[src/rtl/fscos_pkg.sv]
`timescale 1ns / 1ps

package fscos_pkg;

  localparam int ANGLE_FRAC_BITS = 24;
  localparam int OUT_FRAC_BITS   = 16;

  localparam int ANGLE_W = 32;
  localparam int OUT_W   = OUT_FRAC_BITS + 2;
  localparam int A_W     = ANGLE_W + 1;

  // pi in Q60, rounded to the angle format below
  localparam logic [63:0] PI_Q60 = 64'h3243F6A8885A308D;
  localparam logic [63:0] K_PI =
    (PI_Q60 + (64'd1 << (59 - ANGLE_FRAC_BITS))) >> (60 - ANGLE_FRAC_BITS);
  localparam logic [63:0] K_HALF_PI =
    (PI_Q60 + (64'd1 << (60 - ANGLE_FRAC_BITS))) >> (61 - ANGLE_FRAC_BITS);
  localparam logic [63:0] K_TWO_PI =
    (PI_Q60 + (64'd1 << (58 - ANGLE_FRAC_BITS))) >> (59 - ANGLE_FRAC_BITS);
  localparam logic [63:0] K_THREE_HALF_PI = K_PI + K_HALF_PI;

  // raw remainder (signed, in [-2pi, 4pi)), wrapped angle and folded angle widths
  localparam int RW  = ANGLE_FRAC_BITS + 5;
  localparam int RRW = ANGLE_FRAC_BITS + 3;
  localparam int XW  = ANGLE_FRAC_BITS + 1;

  // reciprocal of 2pi for the quotient estimate
  localparam int QS = 32 + ANGLE_FRAC_BITS;
  localparam int MW = 31;
  localparam int PW = A_W + MW + 1;
  localparam logic [MW-1:0] RECIP_TWO_PI = MW'((64'd1 << QS) / K_TWO_PI);

  localparam logic [A_W-1:0] K_HALF_PI_A  = A_W'(K_HALF_PI);
  localparam logic [RW-1:0]  K_TWO_PI_RW  = RW'(K_TWO_PI);
  localparam logic [RRW-1:0] K_HALF_PI_R  = RRW'(K_HALF_PI);
  localparam logic [RRW-1:0] K_PI_R       = RRW'(K_PI);
  localparam logic [RRW-1:0] K_THREE_HALF_PI_R = RRW'(K_THREE_HALF_PI);
  localparam logic [RRW-1:0] K_TWO_PI_R   = RRW'(K_TWO_PI);
  localparam logic [XW-1:0]  X_MAX        = XW'(K_PI - K_HALF_PI);

  // polynomial in Q30 / Q60
  localparam int X30_W = 31;
  localparam int SQ_W  = 32;
  localparam int ACC_W = 64;
  localparam logic signed [31:0] COEF_A2 = -32'sd621948235;
  localparam logic signed [31:0] COEF_A3 = 32'sd118905972;
  localparam int RND_SH = 60 - OUT_FRAC_BITS;
  localparam logic signed [ACC_W-1:0] ACC_BIAS =
    (64'sd1 <<< 60) + (64'sd1 <<< (RND_SH - 1));

  localparam int V_W = OUT_FRAC_BITS + 3;
  localparam logic signed [V_W-1:0]   ONE_V   = V_W'(64'd1 << OUT_FRAC_BITS);
  localparam logic signed [OUT_W-1:0] ONE_OUT = OUT_W'(64'd1 << OUT_FRAC_BITS);

  typedef struct packed {
    logic          neg;
    logic [XW-1:0] x;
  } fold_t;

endpackage

[src/rtl/fscos_reduce.sv]
`timescale 1ns / 1ps

module fscos_reduce (
  input  logic                                    clk_i,
  input  logic                                    rst_ni,
  input  logic                                    en_i,
  input  logic                                    valid_i,
  input  logic                                    opcode_i,
  input  logic signed [fscos_pkg::ANGLE_W-1:0]    angle_i,
  output logic                                    valid_o,
  output fscos_pkg::fold_t                        fold_o
);

  logic [5:0] vld_q;

  logic signed [fscos_pkg::A_W-1:0] a1_d, a1_q;
  logic signed [fscos_pkg::PW-1:0]  p2_d, p2_q;
  logic [fscos_pkg::RW-1:0]         a2_q, a3_q;
  logic [fscos_pkg::PW-fscos_pkg::QS-1:0] q3;
  logic [fscos_pkg::RW-1:0]         q3_ext, t3_d, t3_q;
  logic [fscos_pkg::RW-1:0]         r4_d, r4_q;
  logic [fscos_pkg::RRW-1:0]        r5_d, r5_q;
  fscos_pkg::fold_t                 fold_d, fold_q;

  always_ff @(posedge clk_i or negedge rst_ni) begin
    if (!rst_ni) begin
      vld_q <= '0;
    end else if (en_i) begin
      vld_q <= {vld_q[4:0], valid_i};
    end
  end

  // stage 1: sine offset
  assign a1_d = fscos_pkg::A_W'(angle_i)
              - (opcode_i ? $signed(fscos_pkg::K_HALF_PI_A) : fscos_pkg::A_W'(0));

  // stage 2: quotient estimate via reciprocal of 2pi
  assign p2_d = fscos_pkg::PW'(a1_q)
              * fscos_pkg::PW'($signed({1'b0, fscos_pkg::RECIP_TWO_PI}));

  // stage 3: quotient times 2pi, only the low bits matter for the remainder
  assign q3     = p2_q[fscos_pkg::PW-1:fscos_pkg::QS];
  assign q3_ext = fscos_pkg::RW'($signed(q3));
  assign t3_d   = q3_ext * fscos_pkg::K_TWO_PI_RW;

  // stage 4: raw remainder, off by at most one period
  assign r4_d = a3_q - t3_q;

  // stage 5: correct into [0, 2pi)
  always_comb begin
    if (r4_q[fscos_pkg::RW-1]) begin
      r5_d = fscos_pkg::RRW'(r4_q + fscos_pkg::K_TWO_PI_RW);
    end else if (r4_q >= fscos_pkg::K_TWO_PI_RW) begin
      r5_d = fscos_pkg::RRW'(r4_q - fscos_pkg::K_TWO_PI_RW);
    end else begin
      r5_d = fscos_pkg::RRW'(r4_q);
    end
  end

  // stage 6: quadrant fold, quadrant edges belong to the next quadrant
  always_comb begin
    if (r5_q < fscos_pkg::K_HALF_PI_R) begin
      fold_d.x   = fscos_pkg::XW'(r5_q);
      fold_d.neg = 1'b0;
    end else if (r5_q < fscos_pkg::K_PI_R) begin
      fold_d.x   = fscos_pkg::XW'(fscos_pkg::K_PI_R - r5_q);
      fold_d.neg = 1'b1;
    end else if (r5_q < fscos_pkg::K_THREE_HALF_PI_R) begin
      fold_d.x   = fscos_pkg::XW'(r5_q - fscos_pkg::K_PI_R);
      fold_d.neg = 1'b1;
    end else begin
      fold_d.x   = fscos_pkg::XW'(fscos_pkg::K_TWO_PI_R - r5_q);
      fold_d.neg = 1'b0;
    end
  end

  always_ff @(posedge clk_i) begin
    if (en_i) begin
      a1_q   <= a1_d;
      p2_q   <= p2_d;
      a2_q   <= a1_q[fscos_pkg::RW-1:0];
      t3_q   <= t3_d;
      a3_q   <= a2_q;
      r4_q   <= r4_d;
      r5_q   <= r5_d;
      fold_q <= fold_d;
    end
  end

  assign valid_o = vld_q[5];
  assign fold_o  = fold_q;

endmodule

[config.mk]
export PLATFORM = sky130hd
export DESIGN_NAME = fscos_reduce
export DESIGN_NICKNAME = d
export VERILOG_FILES = /design/src/rtl/fscos_pkg.sv /design/src/rtl/fscos_reduce.sv
export SDC_FILE = /design/constraint.sdc
export NUM_CORES = 2
export LEC_CHECK = 0
export ABC_AREA = 1
export ABC_CLOCK_PERIOD_IN_PS = 9200
export BUFFER_PORTS_ARGS = -buffer_cell sky130_fd_sc_hd__buf_4
export CAP_MARGIN = 20
export CELL_PAD_IN_SITES_DETAIL_PLACEMENT = 2
export CELL_PAD_IN_SITES_GLOBAL_PLACEMENT = 2
export CORE_UTILIZATION = 41
export DETAILED_ROUTE_END_ITERATION = 6
export PLACE_DENSITY_LB_ADDON = 0.1
export SLEW_MARGIN = 20
export SYNTH_ARGS = -nofsm -noshare
export SYNTH_HDL_FRONTEND = slang
export SYNTH_SLANG_ARGS = --single-unit
[constraint.sdc]
create_clock -name clk_i -period 9.2 [get_ports clk_i]
set_input_delay 1.84 -clock clk_i [delete_from_list [all_inputs] [get_ports clk_i]]
set_output_delay 1.84 -clock clk_i [all_outputs]
set_load 0.01 [all_outputs]
==> metrics.yaml <==
status: "complete, but fails checks"
violations: "DRC"
post_cts_buffers: 0
post_cts_resized: 0
fin_worst_skew_ns: 0.0378
post-route-period-util_pct: 81.9
yosysUniqueCellTypes: 62
core-area_um2: 88500
synth_cells: 4487
slew_headroom_pct: 34.4
synth_top_area_cell: "fa_1"
cp.arrival_ns: 7.95
tritoncts: "yes"
synth-xor-area-share_pct: 3.53
cts_sinks: 216
numCtsBuffers: 31
syn_area_um2: 36700
regArea_um2: 6460
vias_per_cell: 5.34
synth_most_common_cell: "inv_1"
synth_warnings: 0
fmax_ghz: 0.133
worstMarginPinSlew_ns: 0.978
path_class: "flop to flop"
antennaDiodeCount: 0
synth_mux_area_share_pct: 0.0614
setup_tns_ns: 0
antenna_found_initial: 3
synthTopCellsByCount: "1118 x inv_1, 878 x nand2_1, 469 x fa_1"
hold_buffers: 0
dp_hpwl_mm: 122
place_inst: 5678
syn_area_per_cell_um2: 8.17
dieWidth_um: 301
clk_latency_ns: 0.67
start_util_pct: 41.4
overflow: 0
port_buffers: 63
die_h_um: 301
grt_usage_pct: 32.3
pin_count: 64
finalSetupViolCount: 0
synth_fa_ha_area_share_pct: 41.3
yosys-top-cells-area: "fa_1 26%, edfxtp_1 17%, ha_1 16%"
whs_ns: 0.419
drc: 10
cp-end-kind: "flop"
r2r_slack_ns: 1.67
grt_pass1_wl_mm: 219
drtIter0Drc: 1242
cp.required_ns: 9.61
cp-start-kind: "flop"
vias: 30600
routed_wl_mm: 143
cts_root_buffer: "clkbuf_16"
hold_class: "flop to flop"
synth-main-ff-cell: "edfxtp_1"
multi_input_comb_area_um2: 25600
ys_seq_area_share_pct: 17.6
drt-wirelength-per-cell_um: 24.9
ys_ff_latch: 216
rsz0062_at_grt: "no"
finalHoldViolCount: 0
synth-simple-area-share_pct: 17.9
die_area_um2: 90700
first_global_vias: 36100
synth-edff-count: 210
synth_compound_area_share_pct: 7.06
grt_max_degree: 137
gp_congestion: 0.919
synth_nets: 5453
path_clk_slew_ns: 0.06
final_antenna_net_count: 0
clk_path_buf_depth: 3
h-tree-depth: 1
num-nets-final: 5512
drv_cap: 0
core.rowCount: 109
maxSlewViolCount: 0
synth_top_area_share_pct: 25.6
firstDrtPassIters: 7
nFillCells: 10100
fin_crit_ns: 7.53
synthArstFlopShare_pct: 2.78
drive_above_1_share_pct: 4.29
syn_to_final_growth_pct: 7.43
layout.cells.non_filler: 5735
crit_fanout: 10
synth_top_family_by_area: "adder cells"
-- cells by family after synthesis --
kind of cell,after synthesis
adder cells (fa/ha/maj),930
flip-flops,216
AO/OA/AOI/OAI,463
buffers and inverters,1180
AND/OR/NAND/NOR,1548
XOR/XNOR,148
multiplexers,2
-- per-layer routing --
metal / GRT usage (%) / routed length, µm / vias up
li1: - / - / 14100
met1: 34.4 / 53600 / 15600
met2: 62.0 / 76600 / 592
met3: 2.82 / 3100 / 348
met4: 18.5 / 9620 / 4
met5: 0 / 31 / -
-- final cells by class --
cell class | count | share of cell area (%)
Multi-Input combinational cell | 3091 | 65.1
Sequential cell | 216 | 16.4
Inverter | 1134 | 10.8
Tap cell | 1165 | 3.70
Clock buffer | 32 | 1.98
Timing Repair Buffer | 72 | 1.42
Clock inverter | 25 | 0.638
-- path summary, 6_finish.rpt --
path / cells past startpoint / start / endpoint
max: 25 / a1_q[7] / p2_q[63]
min: 0 / a2_q[8] / a3_q[8]
max reg2reg: 25 / a1_q[7] / p2_q[63]
min reg2reg: 0 / a2_q[8] / a3_q[8]
max in group asynchronous: 1 / rst_ni / vld_q[4]
min in group asynchronous: 1 / rst_ni / vld_q[0]
-- registers in the layout, indices dropped and copies added (netlist names), 8 cells and up --
register  count
fold_o       26
p2_q          8
r5_q         27
a3_q         29
t3_q         29
a1_q         33
r4_q         29
a2_q         29
-- layout by cell type, fill, tap and decap left out, types with 4 or more instances in the layout --
| master | synthesis | routed |
|---|---|---|
| a211oi_1 | 4 | 4 |
| a21boi_0 | 7 | 7 |
| a21o_1 | 28 | 28 |
| a21oi_1 | 193 | 193 |
| a31oi_1 | 11 | 11 |
| buf_4 | 11 | 70 |
| clkbuf_16 | 0 | 31 |
| clkinv_1 | 1 | 4 |
| clkinv_2 | 0 | 9 |
| dfrtp_1 | 6 | 6 |
| edfxtp_1 | 210 | 210 |
| fa_1 | 469 | 469 |
| ha_1 | 460 | 460 |
| inv_1 | 1118 | 1118 |
| inv_2 | 13 | 12 |
| nand2_1 | 878 | 878 |
| nand2_2 | 12 | 12 |
| nand3_1 | 195 | 195 |
| nand3b_1 | 8 | 8 |
| nand4_1 | 51 | 51 |
| nor2_1 | 299 | 299 |
| nor2_2 | 15 | 15 |
| nor2_4 | 6 | 6 |
| nor3_1 | 50 | 50 |
| nor4_1 | 14 | 14 |
| o211ai_1 | 7 | 7 |
| o21a_1 | 7 | 7 |
| o21ai_0 | 148 | 148 |
| o21ai_1 | 25 | 25 |
| o21bai_1 | 16 | 16 |
| xnor2_1 | 51 | 51 |
| xor2_1 | 97 | 97 |
-- critical path: stages (launching register included) --
cell      delay (ns)
edfxtp_1        0.78
inv_1           0.39
fa_1            0.59
fa_1            0.56
inv_1           0.04
ha_1            0.28
inv_1           0.05
fa_1            0.49
inv_1           0.09
fa_1            0.69
fa_1            0.46
fa_1            0.55
inv_1           0.10
fa_1            0.53
inv_1           0.06
ha_1            0.35
nand2_1         0.09
nand2_1         0.10
a21oi_1         0.34
nand2_1         0.13
a21oi_1         0.17
nand2_1         0.15
nand2_1         0.12
nand2_1         0.06
nand3_1         0.06
nand2_1         0.05
-- stage by stage --
step,instance area (µm²),worst slack (ns),util [%]
after floorplan,36700,0.751,-
after global placement,38400,1.92,43.4
after detailed placement,38400,1.74,43.4
after CTS,39400,1.69,44.5
after global routing,39400,1.31,44.5
final,39400,1.67,44.5
Power is left out: the tool's default activity adds up to more than one toggle a clock period on the data nets, which glitch-free logic cannot reach.
